<file path="src/assert_macros.svh">
// Assertion macros shared by the lane-change decision RTL.
`ifndef ASSERT_MACROS_SVH
`define ASSERT_MACROS_SVH

// Same-cycle implication, checked outside reset.
`define ASSERT_IMPLIES(lbl, clk, rstn, ante, cons, msg) \
    lbl: assert property (@(posedge clk) disable iff (!rstn) (ante) |-> (cons)) \
        else $error(msg);

// Next-cycle implication, checked outside reset.
`define ASSERT_NEXT(lbl, clk, rstn, ante, cons, msg) \
    lbl: assert property (@(posedge clk) disable iff (!rstn) (ante) |=> (cons)) \
        else $error(msg);

`endif

</file>
<file path="src/lcd_pkg.sv">
// Types, codes and reset values for the lane-change decision block.
package lcd_pkg;

    typedef enum logic [1:0]
    {
        KIND_FRAME  = 2'd0,
        KIND_REPORT = 2'd1,
        KIND_DECIDE = 2'd2
    } kind_t;

    typedef enum logic [1:0]
    {
        MOVE_KEEP  = 2'd0,
        MOVE_RIGHT = 2'd1,
        MOVE_LEFT  = 2'd2
    } move_t;

    // Register indexes on the configuration port.
    localparam logic [1:0] REG_SAFE_GAP    = 2'd0;
    localparam logic [1:0] REG_SPEED_LIMIT = 2'd1;
    localparam logic [1:0] REG_SPEED_STEP  = 2'd2;
    localparam logic [1:0] REG_LAST_LANE   = 2'd3;

    localparam logic [15:0] SAFE_GAP_RST    = 16'd480;
    localparam logic [15:0] SPEED_LIMIT_RST = 16'd12672;
    localparam logic [11:0] SPEED_STEP_RST  = 12'd57;
    localparam logic [1:0]  LAST_LANE_RST   = 2'd2;

    // 10000 m in 1/16 m units.
    localparam logic [17:0] FAR_GAP = 18'd160000;

    // Tracker slots: left neighbour, own lane, right neighbour.
    localparam int unsigned SIDE_LEFT  = 0;
    localparam int unsigned SIDE_OWN   = 1;
    localparam int unsigned SIDE_RIGHT = 2;

    typedef struct packed
    {
        logic [15:0] safe_gap;
        logic [15:0] speed_limit;
        logic [11:0] speed_step;
        logic [1:0]  last_lane;
    } cfg_t;

    typedef struct packed
    {
        logic [1:0]  kind;
        logic [1:0]  lane_index;
        logic [17:0] position;
        logic [15:0] car_speed;
        logic [15:0] ref_speed;
    } item_t;

    typedef struct packed
    {
        logic [1:0]       ego_lane;
        logic [2:0]       blocked;
        logic [2:0][15:0] near_speed;
    } track_t;

    typedef struct packed
    {
        logic [1:0]  new_lane;
        logic [15:0] new_ref_speed;
        move_t       move;
    } decision_t;

endpackage

</file>
<file path="src/lcd_cfg_regs.sv">
// Configuration registers behind the APB-style port.
module lcd_cfg_regs
(
    input  logic               clk,
    input  logic               rst_n,
    input  logic               psel,
    input  logic               penable,
    input  logic               pwrite,
    input  logic [3:0]         paddr,
    input  logic [31:0]        pwdata,
    output logic [31:0]        prdata,
    output lcd_pkg::cfg_t      cfg
);

    lcd_pkg::cfg_t cfg_reg;
    logic          wr_en;

    assign wr_en = psel & penable & pwrite;
    assign cfg   = cfg_reg;

    always_ff @(posedge clk or negedge rst_n)
    begin
        if (!rst_n)
        begin
            cfg_reg.safe_gap    <= lcd_pkg::SAFE_GAP_RST;
            cfg_reg.speed_limit <= lcd_pkg::SPEED_LIMIT_RST;
            cfg_reg.speed_step  <= lcd_pkg::SPEED_STEP_RST;
            cfg_reg.last_lane   <= lcd_pkg::LAST_LANE_RST;
        end
        else if (wr_en)
        begin
            case (paddr[3:2])
                lcd_pkg::REG_SAFE_GAP:    cfg_reg.safe_gap    <= pwdata[15:0];
                lcd_pkg::REG_SPEED_LIMIT: cfg_reg.speed_limit <= pwdata[15:0];
                lcd_pkg::REG_SPEED_STEP:  cfg_reg.speed_step  <= pwdata[11:0];
                lcd_pkg::REG_LAST_LANE:   cfg_reg.last_lane   <= pwdata[1:0];
                default:                  cfg_reg.last_lane   <= cfg_reg.last_lane;
            endcase
        end
    end

    always_comb
    begin
        case (paddr[3:2])
            lcd_pkg::REG_SAFE_GAP:    prdata = {16'd0, cfg_reg.safe_gap};
            lcd_pkg::REG_SPEED_LIMIT: prdata = {16'd0, cfg_reg.speed_limit};
            lcd_pkg::REG_SPEED_STEP:  prdata = {20'd0, cfg_reg.speed_step};
            lcd_pkg::REG_LAST_LANE:   prdata = {30'd0, cfg_reg.last_lane};
            default:                  prdata = 32'd0;
        endcase
    end

endmodule

</file>
<file path="src/lcd_tracker.sv">
// Ego position and per-lane trackers, updated by frame, report and decide words.
module lcd_tracker
(
    input  logic                 clk,
    input  logic                 rst_n,
    input  logic                 fire,
    input  lcd_pkg::item_t       item,
    input  lcd_pkg::cfg_t        cfg,
    input  logic [1:0]           new_lane,
    output lcd_pkg::track_t      track
);

    logic [1:0]       ego_lane_reg;
    logic [17:0]      ego_pos_reg;
    logic [2:0]       blocked_reg;
    logic [2:0][17:0] gap_reg;
    logic [2:0][15:0] speed_reg;

    logic signed [18:0] rel_pos;
    logic signed [18:0] gap_pos;
    logic signed [18:0] gap_neg;
    logic               ahead;
    logic               in_front_gap;
    logic               in_side_gap;
    logic [2:0]         hit;
    logic [2:0]         blk_set;
    logic [2:0]         near_set;

    assign rel_pos = signed'({1'b0, item.position}) - signed'({1'b0, ego_pos_reg});
    assign gap_pos = signed'({3'b000, cfg.safe_gap});
    assign gap_neg = -gap_pos;

    assign ahead        = (rel_pos > 19'sd0);
    assign in_front_gap = ahead && (rel_pos < gap_pos);
    assign in_side_gap  = (rel_pos < gap_pos) && (rel_pos > gap_neg);

    always_comb
    begin
        hit = 3'b000;
        // Own lane takes precedence; the neighbours only exist inside lanes 0 to 3.
        if (item.lane_index == ego_lane_reg)
        begin
            hit[lcd_pkg::SIDE_OWN] = 1'b1;
        end
        else if ((ego_lane_reg != 2'd0) && (item.lane_index == ego_lane_reg - 2'd1))
        begin
            hit[lcd_pkg::SIDE_LEFT] = 1'b1;
        end
        else if ((ego_lane_reg != 2'd3) && (item.lane_index == ego_lane_reg + 2'd1))
        begin
            hit[lcd_pkg::SIDE_RIGHT] = 1'b1;
        end
    end

    always_comb
    begin
        for (int i = 0; i < 3; i++)
        begin
            if (i == lcd_pkg::SIDE_OWN)
            begin
                blk_set[i] = hit[i] && in_front_gap;
            end
            else
            begin
                blk_set[i] = hit[i] && in_side_gap;
            end
            near_set[i] = hit[i] && ahead && (rel_pos[17:0] < gap_reg[i]);
        end
    end

    always_ff @(posedge clk or negedge rst_n)
    begin
        if (!rst_n)
        begin
            ego_lane_reg <= 2'd0;
            ego_pos_reg  <= 18'd0;
            blocked_reg  <= 3'b000;
            for (int i = 0; i < 3; i++)
            begin
                gap_reg[i]   <= lcd_pkg::FAR_GAP;
                speed_reg[i] <= 16'd0;
            end
        end
        else if (fire)
        begin
            case (item.kind)
                lcd_pkg::KIND_FRAME:
                begin
                    ego_lane_reg <= item.lane_index;
                    ego_pos_reg  <= item.position;
                    blocked_reg  <= 3'b000;
                    for (int i = 0; i < 3; i++)
                    begin
                        gap_reg[i]   <= lcd_pkg::FAR_GAP;
                        speed_reg[i] <= 16'd0;
                    end
                end
                lcd_pkg::KIND_REPORT:
                begin
                    blocked_reg <= blocked_reg | blk_set;
                    for (int i = 0; i < 3; i++)
                    begin
                        if (near_set[i])
                        begin
                            gap_reg[i]   <= rel_pos[17:0];
                            speed_reg[i] <= item.car_speed;
                        end
                    end
                end
                lcd_pkg::KIND_DECIDE:
                begin
                    ego_lane_reg <= new_lane;
                end
                default:
                begin
                    ego_lane_reg <= ego_lane_reg;
                end
            endcase
        end
    end

    assign track.ego_lane   = ego_lane_reg;
    assign track.blocked    = blocked_reg;
    assign track.near_speed = speed_reg;

endmodule

</file>
<file path="src/lcd_decide.sv">
// Lane choice by least cost and reference speed update for a decide word.
module lcd_decide
(
    input  lcd_pkg::track_t    track,
    input  lcd_pkg::cfg_t      cfg,
    input  logic [15:0]        ref_speed,
    output lcd_pkg::decision_t dec
);

    logic        own_blk;
    logic        right_ok;
    logic        left_ok;
    logic [15:0] spd_r;
    logic [15:0] spd_l;
    logic        take_r;
    logic        take_l;
    logic [16:0] keep_raw;
    logic [15:0] keep_spd;

    assign own_blk = track.blocked[lcd_pkg::SIDE_OWN];
    assign spd_r   = track.near_speed[lcd_pkg::SIDE_RIGHT];
    assign spd_l   = track.near_speed[lcd_pkg::SIDE_LEFT];

    // A change costs the limit less the lane speed; it beats keeping the lane
    // only when that speed is non-zero, and the faster lane wins, right on a tie.
    assign right_ok = own_blk && !track.blocked[lcd_pkg::SIDE_RIGHT]
                      && (track.ego_lane < cfg.last_lane) && (spd_r != 16'd0);
    assign left_ok  = own_blk && !track.blocked[lcd_pkg::SIDE_LEFT]
                      && (track.ego_lane != 2'd0) && (spd_l != 16'd0);

    assign take_r = right_ok && (!left_ok || (spd_r >= spd_l));
    assign take_l = left_ok && !take_r;

    always_comb
    begin
        if (own_blk)
        begin
            keep_raw = (ref_speed > {4'd0, cfg.speed_step})
                       ? {1'b0, ref_speed - {4'd0, cfg.speed_step}} : 17'd0;
        end
        else if (ref_speed < cfg.speed_limit)
        begin
            keep_raw = {1'b0, ref_speed} + {5'd0, cfg.speed_step};
        end
        else
        begin
            keep_raw = {1'b0, ref_speed};
        end
        keep_spd = (keep_raw > {1'b0, cfg.speed_limit}) ? cfg.speed_limit : keep_raw[15:0];
    end

    always_comb
    begin
        if (take_r)
        begin
            dec.move          = lcd_pkg::MOVE_RIGHT;
            dec.new_lane      = track.ego_lane + 2'd1;
            dec.new_ref_speed = ref_speed;
        end
        else if (take_l)
        begin
            dec.move          = lcd_pkg::MOVE_LEFT;
            dec.new_lane      = track.ego_lane - 2'd1;
            dec.new_ref_speed = ref_speed;
        end
        else
        begin
            dec.move          = lcd_pkg::MOVE_KEEP;
            dec.new_lane      = track.ego_lane;
            dec.new_ref_speed = keep_spd;
        end
    end

endmodule

</file>
<file path="src/lane_change_decision.sv">
// Top level of the highway lane-change decider: input register, trackers, result register.
// The result of a decide word is registered when the word leaves the input register.
// Throughput: one word per cycle; a decide word waits in the input register only while
// the previous result is still held in the result register by a low m_axis_tready.
// Reset: rst_n clears the trackers, ego lane and position and both valid flags, and loads
// the configuration registers with their reset values.
`include "assert_macros.svh"

module lane_change_decision
(
    input  logic        clk,
    input  logic        rst_n,
    // APB-style configuration port
    input  logic        psel,
    input  logic        penable,
    input  logic        pwrite,
    input  logic [3:0]  paddr,
    input  logic [31:0] pwdata,
    output logic [31:0] prdata,
    output logic        pready,
    // Input words
    input  logic        s_axis_tvalid,
    output logic        s_axis_tready,
    // [1:0] lane_index, [19:2] position, [35:20] car_speed, [51:36] ref_speed, rest zero
    input  logic [55:0] s_axis_tdata,
    // [1:0] kind
    input  logic [1:0]  s_axis_tuser,
    // Result words
    output logic        m_axis_tvalid,
    input  logic        m_axis_tready,
    // [1:0] new_lane, [17:2] new_ref_speed, [19:18] move, rest zero
    output logic [23:0] m_axis_tdata
);

    lcd_pkg::cfg_t      cfg;
    lcd_pkg::track_t    track;
    lcd_pkg::decision_t dec;

    logic               in_valid_reg;
    lcd_pkg::item_t     in_item_reg;
    logic               in_fire;
    logic               is_decide;
    logic               out_valid_reg;
    lcd_pkg::decision_t out_dec_reg;

    assign pready = 1'b1;

    lcd_cfg_regs u_cfg
    (
        .clk     (clk),
        .rst_n   (rst_n),
        .psel    (psel),
        .penable (penable),
        .pwrite  (pwrite),
        .paddr   (paddr),
        .pwdata  (pwdata),
        .prdata  (prdata),
        .cfg     (cfg)
    );

    assign is_decide     = (in_item_reg.kind == lcd_pkg::KIND_DECIDE);
    // A decide word may only leave the input register if the result slot is free.
    assign in_fire       = in_valid_reg && (!is_decide || !out_valid_reg || m_axis_tready);
    assign s_axis_tready = !in_valid_reg || in_fire;

    always_ff @(posedge clk or negedge rst_n)
    begin
        if (!rst_n)
        begin
            in_valid_reg <= 1'b0;
        end
        else if (s_axis_tready)
        begin
            in_valid_reg <= s_axis_tvalid;
        end
    end

    always_ff @(posedge clk)
    begin
        if (s_axis_tready && s_axis_tvalid)
        begin
            in_item_reg.kind       <= s_axis_tuser;
            in_item_reg.lane_index <= s_axis_tdata[1:0];
            in_item_reg.position   <= s_axis_tdata[19:2];
            in_item_reg.car_speed  <= s_axis_tdata[35:20];
            in_item_reg.ref_speed  <= s_axis_tdata[51:36];
        end
    end

    lcd_tracker u_tracker
    (
        .clk      (clk),
        .rst_n    (rst_n),
        .fire     (in_fire),
        .item     (in_item_reg),
        .cfg      (cfg),
        .new_lane (dec.new_lane),
        .track    (track)
    );

    lcd_decide u_decide
    (
        .track     (track),
        .cfg       (cfg),
        .ref_speed (in_item_reg.ref_speed),
        .dec       (dec)
    );

    always_ff @(posedge clk or negedge rst_n)
    begin
        if (!rst_n)
        begin
            out_valid_reg <= 1'b0;
        end
        else if (in_fire && is_decide)
        begin
            out_valid_reg <= 1'b1;
        end
        else if (m_axis_tready)
        begin
            out_valid_reg <= 1'b0;
        end
    end

    always_ff @(posedge clk)
    begin
        if (in_fire && is_decide)
        begin
            out_dec_reg <= dec;
        end
    end

    assign m_axis_tvalid = out_valid_reg;
    assign m_axis_tdata  = {4'd0, out_dec_reg.move, out_dec_reg.new_ref_speed,
                            out_dec_reg.new_lane};

    `ASSERT_NEXT(a_decide_gives_result, clk, rst_n, in_fire && is_decide, m_axis_tvalid, "decide word produced no result")
    `ASSERT_IMPLIES(a_no_overwrite, clk, rst_n, in_valid_reg && is_decide && m_axis_tvalid && !m_axis_tready, !in_fire, "pending result would be overwritten")
    `ASSERT_NEXT(a_keep_holds_lane, clk, rst_n, in_fire && is_decide && (dec.move == lcd_pkg::MOVE_KEEP), $stable(track.ego_lane), "keep decision changed the ego lane")
    `ASSERT_IMPLIES(a_keep_speed_clamped, clk, rst_n, in_fire && is_decide && (dec.move == lcd_pkg::MOVE_KEEP), dec.new_ref_speed <= cfg.speed_limit, "kept reference speed above limit")

endmodule

</file>
<file path="config.mk">
export PLATFORM = sky130hd
export DESIGN_NAME = lane_change_decision
export DESIGN_NICKNAME = d
export VERILOG_FILES = /design/src/lcd_pkg.sv /design/src/lcd_cfg_regs.sv /design/src/lcd_tracker.sv /design/src/lcd_decide.sv /design/src/lane_change_decision.sv
export VERILOG_INCLUDE_DIRS = /design/src /design/src/src
export SDC_FILE = /design/constraint.sdc
export NUM_CORES = 1
export LEC_CHECK = 0
export ABC_AREA = 1
export BUFFER_PORTS_ARGS = -buffer_cell sky130_fd_sc_hd__buf_4
export CORE_AREA = 2 2 189 191
export DETAILED_ROUTE_END_ITERATION = 6
export DIE_AREA = 0 0 191 193
export PLACE_DENSITY = 0.6
export SYNTH_ARGS = -nofsm -noshare
export SYNTH_HDL_FRONTEND = slang
export SYNTH_SLANG_ARGS = --single-unit
</file>
<file path="constraint.sdc">
create_clock -name clk -period 11.3 [get_ports clk]
set_input_delay 0.565 -clock clk [delete_from_list [all_inputs] [get_ports clk]]
set_output_delay 0.565 -clock clk [all_outputs]
set_load 0.02 [all_outputs]
</file>
==> summary.txt <==
status - complete, no violations
FF/Latch Area - 5730 um2
sequential area share after synthesis - 37.0%
first-pass GRT wire length - 67,400 um
#FFs+latches synth - 213
# clock sinks - 213
Top FF cell, synth - dfrtp_1
Tightest Pin Transition - 1090 ps
Final Skew - 15.4 ps
CP arrival - 5660 ps
FP Rows - 69
worst-path fanout max - 17
combined area of the multi-input logic cells - 8170 um2
synthesized instance count - 2,085
Congestion Overflow GR - 0
Final Max Slew Viols - 0
die height - 193 um
Async S/R FF share, synth - 65.3%
Pleak - 9.07 nW
Worst Setup Start Kind - flop
initial antenna violation count - 0
Crit. End Element - flop
# placed instances - 2,609
r2r setup slk - 5980 ps
Initial Util - 44.2%
Hold Crit Endpoint - in_item_reg[19]
EDFF count, synth - 74
Clock Path Buffers - 3
Setup TNS - 0 ps
Post-Syn Area - 15,500 um2
GRT Overall Usage - 22.9%
vias per inst - 5.12
DP Area - 16,600 um2
Yosys warnings - 0
clock-pin slew on the worst setup and hold paths - 60 ps
Post-CTS Setup Inserts - 0
Skew-Pair Late Insertion Delay - 570 ps
Worst R2R End - m_axis_tdata[2]
wire length per cell - 15.7 um
largest net degree at the start of global routing - 76
final period utilization - 47.1%
Area growth, synth to finish - 12.8%
post-synthesis cell type count - 50
# IOs - 160
# H-tree levels - 1
synthesized area per cell - 7.42 um2
Reg2Reg Launch Point - in_item_reg[13]
share of layout cells above drive strength 1 - 9.96%
HP Class - in -> reg
Die Width - 191 um
Final Non-Filler Cells - 2,660
leading area contributor after synthesis - dfrtp_1
most common cell in the netlist - nand2_1
top cell type's share of synthesized area - 18.8%
tightest hold margin - 173 ps
WL final - 41,700 um
Largest register FFs - 54
power per cell area - 188 nW/um2
Slew HR - 27.0%
CTS Buf Count - 27
cells taking the most area after synthesis - dfrtp_1, nand2_1, edfxtp_1, ha_1, inv_1
Max Cap Violations - 0
Slowest Stage Delay on Critical Path - 690 ps
Tot Pwr - 3.28 mW
shortest period the worst path allows - 5320 ps
via count of the first global-routing pass - 13,100
slowest cell on the critical path - edfxtp_1
TritonCTS clock tree - done
HPWL Detailed - 31,500 um
unrepaired setup endpoints after global routing - no
r2r worst-path depth - 25
Routability Congestion - 0.903
Cells on Worst Hold Path - 1
Pre-Repair DR Iteration Count - 5
Iter 0 DRT Violations - 858
final antenna-violating net count - 0
Final nets - 2,443
final hold violation count - 0
setup violators final - 0
Fillers - 3,487
die area - 36,900 um2
residual DRC count - 0
most used cell, CP - nand2_1
core area - 35,000 um2
Diodes inserted - 0
DR vias - 13,600
commonest cells in the netlist - nand2_1, inv_1, nand3_1, ha_1, nor2_1
Worst VDD drop - 0.123 mV
hold_sp - s_axis_tdata[23]
clk root buf - clkbuf_16
# port buffers - 116
Worst Path Required - 11,650 ps
FMAX - 188 MHz
Post-Layout Inst Area - 17,400 um2
critical path class - reg -> reg
-- stage by stage --
step | utilization (%) | worst slack (ps)
3_5_place_dp | 47.4 | 6170
2_1_floorplan | - | 7460
5_1_grt | 49.9 | 5520
6_report | 49.9 | 5980
3_3_place_gp | 47.4 | 6190
4_1_cts | 49.9 | 6160
-- routing by layer --
| layer | part of all wire, % | wire, um | up-vias | global-route usage [%] |
|---|---|---|---|---|
| met5 | 0 | 0 | - | 0 |
| met4 | 3.4 | 1410 | 0 | 7.42 |
| met3 | 4.5 | 1860 | 82 | 2.88 |
| met2 | 46 | 19300 | 345 | 39.1 |
| met1 | 46 | 19100 | 6288 | 30.2 |
| li1 | - | - | 6895 | - |
-- logic make-up (layout without fill, tap and decap cells) --
family / Yosys count / count (layout) / share of synthesized area (%)
adder cells (fa/ha/maj): 164 / 164 / 13.4
AND/OR/NAND/NOR: 1041 / 1041 / 28.4
AO/OA/AOI/OAI: 240 / 240 / 8.68
other: 2 / 21 / 0.0486
buffers and inverters: 393 / 488 / 10.6
flip-flops: 213 / 213 / 37.0
XOR/XNOR: 32 / 32 / 1.81
-- final cells by class --
| type | instances | share of cell area (%) |
|---|---|---|
| clock inverters | 15 | 0.832 |
| multi-input cells | 1498 | 46.8 |
| flip-flops and latches | 213 | 32.8 |
| inverters | 315 | 6.78 |
| clock buffers | 35 | 4.10 |
| repair buffers | 123 | 5.33 |
| well taps | 461 | 3.31 |
-- layout by cell type, fill, tap and decap left out, types with 3 or more instances in the layout --
master	n
clkinv_2	5
inv_2	8
a31oi_1	3
fa_1	3
o211ai_1	7
nor2_2	3
xor2_1	29
nand2_2	7
clkbuf_16	27
a211oi_1	6
conb_1	21
o221ai_1	10
nor3_1	20
o21bai_1	4
nor2_1	145
ha_1	161
xnor2_1	3
a21oi_1	89
dfstp_2	23
o21ai_0	101
nand2_1	630
clkbuf_1	7
clkinv_1	6
buf_4	121
nand3_1	182
inv_1	305
nand4_1	29
nand3b_1	8
a21oi_2	4
dfrtp_1	116
edfxtp_1	74
o21a_1	4
o22ai_1	4
nand3_2	4
-- repair_timing --
item	in CTS	in global routing
endpoints found under the hold margin	14	0
hold buffers	1	0
gates resized for setup	0	0
-- worst max-delay path by stage --
stage                          startpoint              end  slack [ps]
final                     in_item_reg[13]  m_axis_tdata[2]        5980
after global routing      in_item_reg[13]  m_axis_tdata[3]        5520
after floorplan            in_item_reg[0]  m_axis_tdata[8]        7460
after global placement    in_item_reg[13]  m_axis_tdata[2]        6190
after detailed placement  in_item_reg[13]  m_axis_tdata[2]        6170
after CTS                 in_item_reg[13]  m_axis_tdata[2]        6160
-- report_power, final --
group	total, mW	switching (mW)	internal (mW)
Combinational	1.39	0.891	0.504
Clock	0.844	0.350	0.494
Sequential	1.04	0.0917	0.950
Total	3.28	1.33	1.95
-- critical path, delay by kind of cell (launching register included) --
family / cells / cell delay, ps
compound gates: 5 / 1050
flops: 1 / 690
buf+inv: 2 / 440
fa+ha+maj: 2 / 640
simple gates: 16 / 2240
Power figures use the tool's default switching activity.
